File: src/rtl/core/apd_pkg.sv
package apd_pkg;

  // Header layout
  localparam int unsigned SeqWidth  = 10;
  localparam logic [9:0]  SeqMask   = 10'h3ff;
  localparam logic [3:0]  HeaderLen = 4'd8;

  // Result kinds
  localparam logic [1:0] KIND_VIBRATION = 2'd0;
  localparam logic [1:0] KIND_SAMPLE    = 2'd1;
  localparam logic [1:0] KIND_FRAME_END = 2'd2;

  // Audio format that is played
  localparam logic [2:0] FORMAT_PCM = 3'd1;

  // Output queue depth
  localparam int unsigned QueueDepth = 4;

  typedef struct packed {
    logic [7:0] data_byte;
    logic       last_byte;
  } in_item_t;

  typedef struct packed {
    logic [1:0]         result_kind;
    logic signed [15:0] sample_value;
    logic               vibrate_on;
    logic               frame_last;
  } out_item_t;

  // Up to two results caused by one byte; v1 is only set with v0
  typedef struct packed {
    logic      v0;
    logic      v1;
    out_item_t r0;
    out_item_t r1;
  } result_pair_t;

endpackage

File: src/rtl/core/apd_parse.sv
module apd_parse (
  input  logic                  clk,
  input  logic                  rst,
  input  logic                  in_valid,
  output logic                  in_stall,
  input  apd_pkg::in_item_t     in_item,
  output logic                  pair_valid,
  input  logic                  pair_take,
  output apd_pkg::result_pair_t pair
);

  // Deframer state
  logic [3:0] byte_index, byte_index_next;
  logic [7:0] header_first, header_first_next;
  logic [9:0] received_seq, received_seq_next;
  logic [9:0] expected_seq, expected_seq_next;
  logic       expected_known, expected_known_next;
  logic       vibrating_now, vibrating_now_next;
  logic       packet_accepted, packet_accepted_next;
  logic [8:0] pending_low, pending_low_next;

  apd_pkg::result_pair_t pair_next;
  logic                  accept;

  logic [2:0] hdr_format;
  logic       hdr_mono;
  logic       hdr_vib;
  logic       hdr_type;
  logic       seq_ok;

  assign in_stall = pair_valid && !pair_take;
  assign accept   = in_valid && !in_stall;

  assign hdr_format = header_first[7:5];
  assign hdr_mono   = header_first[4];
  assign hdr_vib    = header_first[3];
  assign hdr_type   = header_first[2];
  assign seq_ok     = !(expected_known && (expected_seq != received_seq));

  // Per-byte state update and result generation
  always_comb begin
    byte_index_next      = byte_index;
    header_first_next    = header_first;
    received_seq_next    = received_seq;
    expected_seq_next    = expected_seq;
    expected_known_next  = expected_known;
    vibrating_now_next   = vibrating_now;
    packet_accepted_next = packet_accepted;
    pending_low_next     = pending_low;
    pair_next            = '0;

    if (byte_index < apd_pkg::HeaderLen) begin
      if (byte_index == 4'd0) begin
        header_first_next = in_item.data_byte;
      end else if (byte_index == 4'd1) begin
        received_seq_next = {header_first[1:0], in_item.data_byte};
      end
      byte_index_next = byte_index + 4'd1;

      // Last header byte: sequence check and accept decision
      if (byte_index == apd_pkg::HeaderLen - 4'd1) begin
        packet_accepted_next = 1'b0;
        if (!hdr_type) begin
          expected_seq_next   = (received_seq + 10'd1) & apd_pkg::SeqMask;
          expected_known_next = 1'b1;
          if (seq_ok && hdr_format == apd_pkg::FORMAT_PCM && !hdr_mono) begin
            packet_accepted_next = 1'b1;
            if (hdr_vib != vibrating_now) begin
              pair_next.v0            = 1'b1;
              pair_next.r0.result_kind = apd_pkg::KIND_VIBRATION;
              pair_next.r0.vibrate_on  = hdr_vib;
              vibrating_now_next      = hdr_vib;
            end
            // Empty payload: bare frame end after any vibration change
            if (in_item.last_byte) begin
              if (pair_next.v0) begin
                pair_next.v1             = 1'b1;
                pair_next.r1.result_kind = apd_pkg::KIND_FRAME_END;
                pair_next.r1.frame_last  = 1'b1;
              end else begin
                pair_next.v0             = 1'b1;
                pair_next.r0.result_kind = apd_pkg::KIND_FRAME_END;
                pair_next.r0.frame_last  = 1'b1;
              end
            end
          end
        end
      end
    end else if (packet_accepted) begin
      // Payload byte of an accepted packet
      if (pending_low[8]) begin
        pair_next.v0              = 1'b1;
        pair_next.r0.result_kind  = apd_pkg::KIND_SAMPLE;
        pair_next.r0.sample_value = {in_item.data_byte, pending_low[7:0]};
        pair_next.r0.frame_last   = in_item.last_byte;
        pending_low_next          = '0;
      end else if (in_item.last_byte) begin
        pair_next.v0             = 1'b1;
        pair_next.r0.result_kind = apd_pkg::KIND_FRAME_END;
        pair_next.r0.frame_last  = 1'b1;
      end else begin
        pending_low_next = {1'b1, in_item.data_byte};
      end
    end

    // End of packet
    if (in_item.last_byte) begin
      byte_index_next      = '0;
      pending_low_next     = '0;
      packet_accepted_next = 1'b0;
    end
  end

  // State registers
  always_ff @(posedge clk) begin
    if (rst) begin
      byte_index      <= '0;
      header_first    <= '0;
      received_seq    <= '0;
      expected_seq    <= '0;
      expected_known  <= 1'b0;
      vibrating_now   <= 1'b0;
      packet_accepted <= 1'b0;
      pending_low     <= '0;
    end else if (accept) begin
      byte_index      <= byte_index_next;
      header_first    <= header_first_next;
      received_seq    <= received_seq_next;
      expected_seq    <= expected_seq_next;
      expected_known  <= expected_known_next;
      vibrating_now   <= vibrating_now_next;
      packet_accepted <= packet_accepted_next;
      pending_low     <= pending_low_next;
    end
  end

  // Result pair register
  always_ff @(posedge clk) begin
    if (rst) begin
      pair_valid <= 1'b0;
    end else if (accept) begin
      pair_valid <= pair_next.v0;
    end else if (pair_take) begin
      pair_valid <= 1'b0;
    end
  end

  always_ff @(posedge clk) begin
    if (accept) begin
      pair <= pair_next;
    end
  end

endmodule

File: src/rtl/core/apd_outq.sv
module apd_outq (
  input  logic                  clk,
  input  logic                  rst,
  input  logic                  pair_valid,
  output logic                  pair_take,
  input  apd_pkg::result_pair_t pair,
  output logic                  out_valid,
  input  logic                  out_stall,
  output apd_pkg::out_item_t    out_item
);

  localparam int unsigned PtrW = $clog2(apd_pkg::QueueDepth);
  localparam int unsigned CntW = $clog2(apd_pkg::QueueDepth + 1);

  apd_pkg::out_item_t entries [apd_pkg::QueueDepth];
  logic [PtrW-1:0] wr_ptr, rd_ptr;
  logic [CntW-1:0] count, count_next;
  logic [PtrW-1:0] wr_ptr_1;
  logic            pop;
  logic [CntW-1:0] n_push;

  // Take a pair only when two slots are free
  assign pair_take = pair_valid && (count <= CntW'(apd_pkg::QueueDepth - 2));
  assign out_valid = (count != '0);
  assign out_item  = entries[rd_ptr];
  assign pop       = out_valid && !out_stall;
  assign wr_ptr_1  = wr_ptr + PtrW'(1);

  always_comb begin
    n_push = '0;
    if (pair_take) begin
      n_push = CntW'(pair.v0) + CntW'(pair.v1);
    end
    count_next = count + n_push - CntW'(pop);
  end

  // Pointers and fill count
  always_ff @(posedge clk) begin
    if (rst) begin
      wr_ptr <= '0;
      rd_ptr <= '0;
      count  <= '0;
    end else begin
      wr_ptr <= wr_ptr + n_push[PtrW-1:0];
      if (pop) begin
        rd_ptr <= rd_ptr + PtrW'(1);
      end
      count <= count_next;
    end
  end

  // Entry storage
  always_ff @(posedge clk) begin
    if (pair_take && pair.v0) begin
      entries[wr_ptr] <= pair.r0;
    end
    if (pair_take && pair.v1) begin
      entries[wr_ptr_1] <= pair.r1;
    end
  end

endmodule

File: src/rtl/core/audio_packet_deframer_core.sv
// Audio packet deframer: one byte item accepted per cycle while in_stall is low.
// A result is loaded into the result pair register at the edge that accepts its
// byte, is written into the output queue when the queue takes the pair, and is
// then presented on out_item.
// A byte that causes two results writes both into the four-entry output queue at
// once; the queue absorbs them, so input rate is one byte per cycle unless stalled.
// Reset (rst, synchronous, active high) clears all deframer state and the queue.
module audio_packet_deframer_core (
  input  logic               clk,
  input  logic               rst,
  input  logic               in_valid,
  output logic               in_stall,
  input  apd_pkg::in_item_t  in_item,
  output logic               out_valid,
  input  logic               out_stall,
  output apd_pkg::out_item_t out_item
);

  logic                  pair_valid;
  logic                  pair_take;
  apd_pkg::result_pair_t pair;

  apd_parse u_parse (
    .clk        (clk),
    .rst        (rst),
    .in_valid   (in_valid),
    .in_stall   (in_stall),
    .in_item    (in_item),
    .pair_valid (pair_valid),
    .pair_take  (pair_take),
    .pair       (pair)
  );

  apd_outq u_outq (
    .clk        (clk),
    .rst        (rst),
    .pair_valid (pair_valid),
    .pair_take  (pair_take),
    .pair       (pair),
    .out_valid  (out_valid),
    .out_stall  (out_stall),
    .out_item   (out_item)
  );

endmodule

File: config.mk
export PLATFORM = sky130hd
export DESIGN_NAME = audio_packet_deframer_core
export DESIGN_NICKNAME = d
export VERILOG_FILES = /design/src/rtl/core/apd_pkg.sv /design/src/rtl/core/apd_parse.sv /design/src/rtl/core/apd_outq.sv /design/src/rtl/core/audio_packet_deframer_core.sv
export SDC_FILE = /design/constraint.sdc
export NUM_CORES = 1
export LEC_CHECK = 0
export ABC_AREA = 1
export BUFFER_PORTS_ARGS = -buffer_cell sky130_fd_sc_hd__clkbuf_2
export CORE_UTILIZATION = 55
export CTS_CLUSTER_DIAMETER = 40
export DETAILED_ROUTE_END_ITERATION = 16
export PLACE_DENSITY = 0.76
export SETUP_SLACK_MARGIN = 0.3
export SYNTH_ARGS = -nofsm -noshare
export SYNTH_HDL_FRONTEND = slang
export SYNTH_SLANG_ARGS = --single-unit
File: constraint.sdc
create_clock -name clk -period 2 [get_ports clk]
set_clock_uncertainty 0.2 [all_clocks]
set_input_delay 0.1 -clock clk [delete_from_list [all_inputs] [get_ports clk]]
set_output_delay 0.1 -clock clk [all_outputs]
set_load 0.005 [all_outputs]
==> reports/metrics.yaml <==
status:
  run_status: "complete, but fails checks"
  failed_checks: "setup timing"
synth:
  post_synth_instance_area_sq_um: 6770
  ys_top_cells_by_count: "215 x sky130_fd_sc_hd__nor2_1, 125 x sky130_fd_sc_hd__o21ai_0, 122 x sky130_fd_sc_hd__dfxtp_1, 74 x sky130_fd_sc_hd__inv_1, 72 x sky130_fd_sc_hd__nand2_1"
  synth_nets: 878
  synth_flop_cell: "sky130_fd_sc_hd__dfxtp_1"
  synth_edf_count: 34
  post-synth-top-count-cell: "sky130_fd_sc_hd__nor2_1"
  synth_area_leader_cell: "sky130_fd_sc_hd__dfxtp_1"
  asr_flop_ratio_synth_pct: 0
  synth.distinct_cells: 40
  synth_top_cells_by_area: "sky130_fd_sc_hd__dfxtp_1 36%, sky130_fd_sc_hd__edfxtp_1 15%, sky130_fd_sc_hd__nor2_1 12%"
  yosys_warning_total: 0
  syn_avg_cell_area_sq_um: 7.92
  synthCells: 855
  postSynthRegisterBits: 156
  ys_seq_area_share_pct: 51.2
  netlist.area_leader.share_pct: 36.1
clocking:
  htreeDepth: 4
  worst_skew_pair.late_latency_ns: 0.45
  clkTransAtPathRegs_ns: 0.07
  clockBufferDepth: 2
  cts-root-buf: "sky130_fd_sc_hd__clkbuf_16"
  clock_net_sink_count: 156
  tritoncts_clock_tree: "yes"
  numCtsBuffers: 17
power:
  power.leakage_nw: 4.50
  max-vdd-ir-drop_uv: 692
  p_per_area_nw_per_um2: 926
sta:
  fin_crit_ns: 2.28
  timing.final.crit_share_pct: 114
  finalHoldViolCount: 0
  rsz0062_at_grt: "true"
  final_max_slew_viol_count: 0
  fin_setup_tns_ns: -6.90
  worst_path_setup_slack_after_routing_ns: -0.282
  max_clock_freq_ghz: 0.438
  worst-slew-pin-transition_ns: 0.582
  max-slew-margin-rel_pct: 61.1
  finalSetupViolCount: 83
grt:
  grt-ovfl-total: 0
  number_of_antenna_violations_at_the_first_check_in_global_routing: 2
  grt_start_max_net_pins: 38
  number_of_global_route_vias_before_repair: 7058
  grt_first_pass_wirelength_um: 37500
  groute.usage.overall_pct: 39.2
critical_path:
  worst-setup-path-type: "flip-flop to flip-flop"
  worstPathRequired_ns: 2.14
  worstSetupPathDepth: 14
  critPathArrivalTime_ns: 2.42
  critical_path.max_fanout: 8
  critical-path-top-delay-family: "buffers and inverters"
  cell_seen_most_often_among_critical_path_stages: "sky130_fd_sc_hd__nor2_4"
  reg2regPathDepth: 14
  worstSetupEndpointType: "flip-flop"
  worst-path-buf-inv: 7
  crit_slowest_cell: "sky130_fd_sc_hd__dfxtp_4"
  cp-start-kind: "flip-flop"
  worstPathCellList: "nor2_2, nor2_4, nor2_4, buf_4, buf_4, buf_6, nand2_8, clkinv_8, buf_12, nand2_8, clkinv_8, buf_12, nor2_4, nor2_1"
  slowest_delay_ns: 0.37
floorplan:
  die-width_um: 113
  core_sq_um: 12000
  dieHeight_um: 113
  ioPinCount: 35
  placement_rows: 40
  die-area_sq_um: 12800
  effective_utilization_at_floorplan_pct: 56.4
drt:
  route.detailed.drc: 0
  firstDrtPassIters: 7
  dr.first_iter.drc_count: 1215
  vias_per_cell: 6.76
  totalWireLength_um: 33700
  routed_length_per_instance_um: 28.8
  antenna_left: 0
  vias: 7897
worst_hold_path:
  worst_hold_path.num_cells: 2
  hp-class: "flip-flop to flip-flop"
placement:
  dpl_cell_area_sq_um: 7310
  finalWeightedCongestion: 0.804
  hpwl_after_detailed_placement_um: 10500
  count_of_port_buffers_added_during_placement: 34
finish:
  final_net_count: 1032
  fin_area_sq_um: 11100
  drive_gt1_share_pct: 47.8
  final_core_util_pct: 92.0
  antenna_cells: 0
  growth_of_design_area_from_synthesis_to_finish_pct: 63.3
job:
  maxcap_viol_count: 0
==> layer usage <==
metal / track usage, % / share of wire [%]
met5: 0 / 0.31
met4: 25.0 / 9.8
met3: 11.2 / 14
met2: 67.4 / 44
met1: 42.6 / 32
==> state kept, by name (all words and copies together) (netlist names), 2 cells and up, named ones only <==
name,cells
u_parse.received_seq,10
u_outq.entries,80
u_outq.wr_ptr,2
u_parse.header_first,8
u_parse.byte_index,4
u_outq.count,3
u_outq.rd_ptr,2
u_parse.pair,22
u_parse.pending_low,9
u_parse.expected_seq,10
==> worst paths after layout <==
| check | startpoint | to | slack (ns) |
|---|---|---|---|
| worst min-delay path | u_parse.header_first[4] | u_parse.header_first[4] | 0.25 |
| worst max register to register | u_outq.count[2] | u_outq.entries[1][7] | -0.28 |
| worst min register to register | u_parse.header_first[4] | u_parse.header_first[4] | 0.25 |
| worst max-delay path | u_outq.count[2] | u_outq.entries[1][7] | -0.28 |
==> power by group <==
| part | switching [W] | internal, W | total (W) |
|---|---|---|---|
| Combinational | 0.00173 | 0.00155 | 0.00328 |
| Sequential | 0.000213 | 0.00337 | 0.00359 |
| Clock | 0.00137 | 0.00200 | 0.00337 |
==> through the flow <==
stage	power (W)	instances	hold WS, ns	worst slack [ns]
after floorplan	0.00439	855	0.0428	-0.0337
after global placement	0.00492	1033	0.193	-0.0282
after detailed placement	0.00495	1033	0.203	-0.0588
after CTS	0.00937	1139	0.206	-0.0406
after global routing	0.0104	1169	0.289	-0.330
final	0.0102	1169	0.252	-0.282
==> logic make-up after synthesis <==
group	after synthesis	synth area share, %
fa+ha+maj	10	1.96
xor+xnor	11	1.42
flops	156	51.2
buf+inv	130	7.97
simple gates	324	20.2
compound gates	224	17.3
==> final cells by class <==
cell class | instances | area (sq um)
repair inverters | 2 | 46.3
clock buffers | 25 | 507
fillers | 379 | 960
multi-input cells | 570 | 4180
inverters | 88 | 415
repair buffers | 174 | 2130
clock inverters | 7 | 83.8
well taps | 147 | 184
flip-flops and latches | 156 | 3500
==> layout by cell type, fill, tap and decap left out, types with 9 or more instances in the layout <==
| cell | count |
|---|---|
| sky130_fd_sc_hd__nor2_1 | 119 |
| sky130_fd_sc_hd__dfxtp_1 | 102 |
| sky130_fd_sc_hd__nor2_4 | 67 |
| sky130_fd_sc_hd__inv_1 | 57 |
| sky130_fd_sc_hd__o21ai_1 | 56 |
| sky130_fd_sc_hd__o21ai_2 | 47 |
| sky130_fd_sc_hd__buf_6 | 46 |
| sky130_fd_sc_hd__nand2_1 | 42 |
| sky130_fd_sc_hd__nor2_2 | 37 |
| sky130_fd_sc_hd__buf_4 | 35 |
| sky130_fd_sc_hd__edfxtp_1 | 34 |
| sky130_fd_sc_hd__a21oi_1 | 33 |
| sky130_fd_sc_hd__o21ai_0 | 31 |
| sky130_fd_sc_hd__clkbuf_16 | 22 |
| sky130_fd_sc_hd__buf_12 | 21 |
| sky130_fd_sc_hd__o21ai_4 | 20 |
| sky130_fd_sc_hd__nand2_2 | 20 |
| sky130_fd_sc_hd__inv_2 | 18 |
| sky130_fd_sc_hd__clkbuf_2 | 17 |
| sky130_fd_sc_hd__buf_2 | 17 |
| sky130_fd_sc_hd__buf_16 | 15 |
| sky130_fd_sc_hd__a21oi_2 | 14 |
| sky130_fd_sc_hd__dfxtp_2 | 14 |
| sky130_fd_sc_hd__dlygate4sd3_1 | 11 |
| sky130_fd_sc_hd__o22ai_1 | 10 |
| sky130_fd_sc_hd__nand2_8 | 9 |
| sky130_fd_sc_hd__o22ai_2 | 9 |
| sky130_fd_sc_hd__nand3_1 | 9 |
==> worst reg2reg max path, cell delays in order, from the launching register on <==
cell                       delay (ns)
sky130_fd_sc_hd__dfxtp_4         0.37
sky130_fd_sc_hd__nor2_2          0.05
sky130_fd_sc_hd__nor2_4          0.15
sky130_fd_sc_hd__nor2_4          0.05
sky130_fd_sc_hd__buf_4           0.13
sky130_fd_sc_hd__buf_4           0.12
sky130_fd_sc_hd__buf_6           0.12
sky130_fd_sc_hd__nand2_8         0.08
sky130_fd_sc_hd__clkinv_8        0.08
sky130_fd_sc_hd__buf_12          0.13
sky130_fd_sc_hd__nand2_8         0.10
sky130_fd_sc_hd__clkinv_8        0.11
sky130_fd_sc_hd__buf_12          0.18
sky130_fd_sc_hd__nor2_4          0.22
sky130_fd_sc_hd__nor2_1          0.08
==> repair_timing <==
item / CTS / global route
pin swaps: 43 / 61
endpoints found under the setup margin: 169 / 207
setup buffers: 43 / 26
cloned: 20 / 4
endpoints found under the hold margin: 46 / 0
hold buffers: 11 / 0
gates resized for setup: 339 / 267
Power figures use the tool's default switching activity.
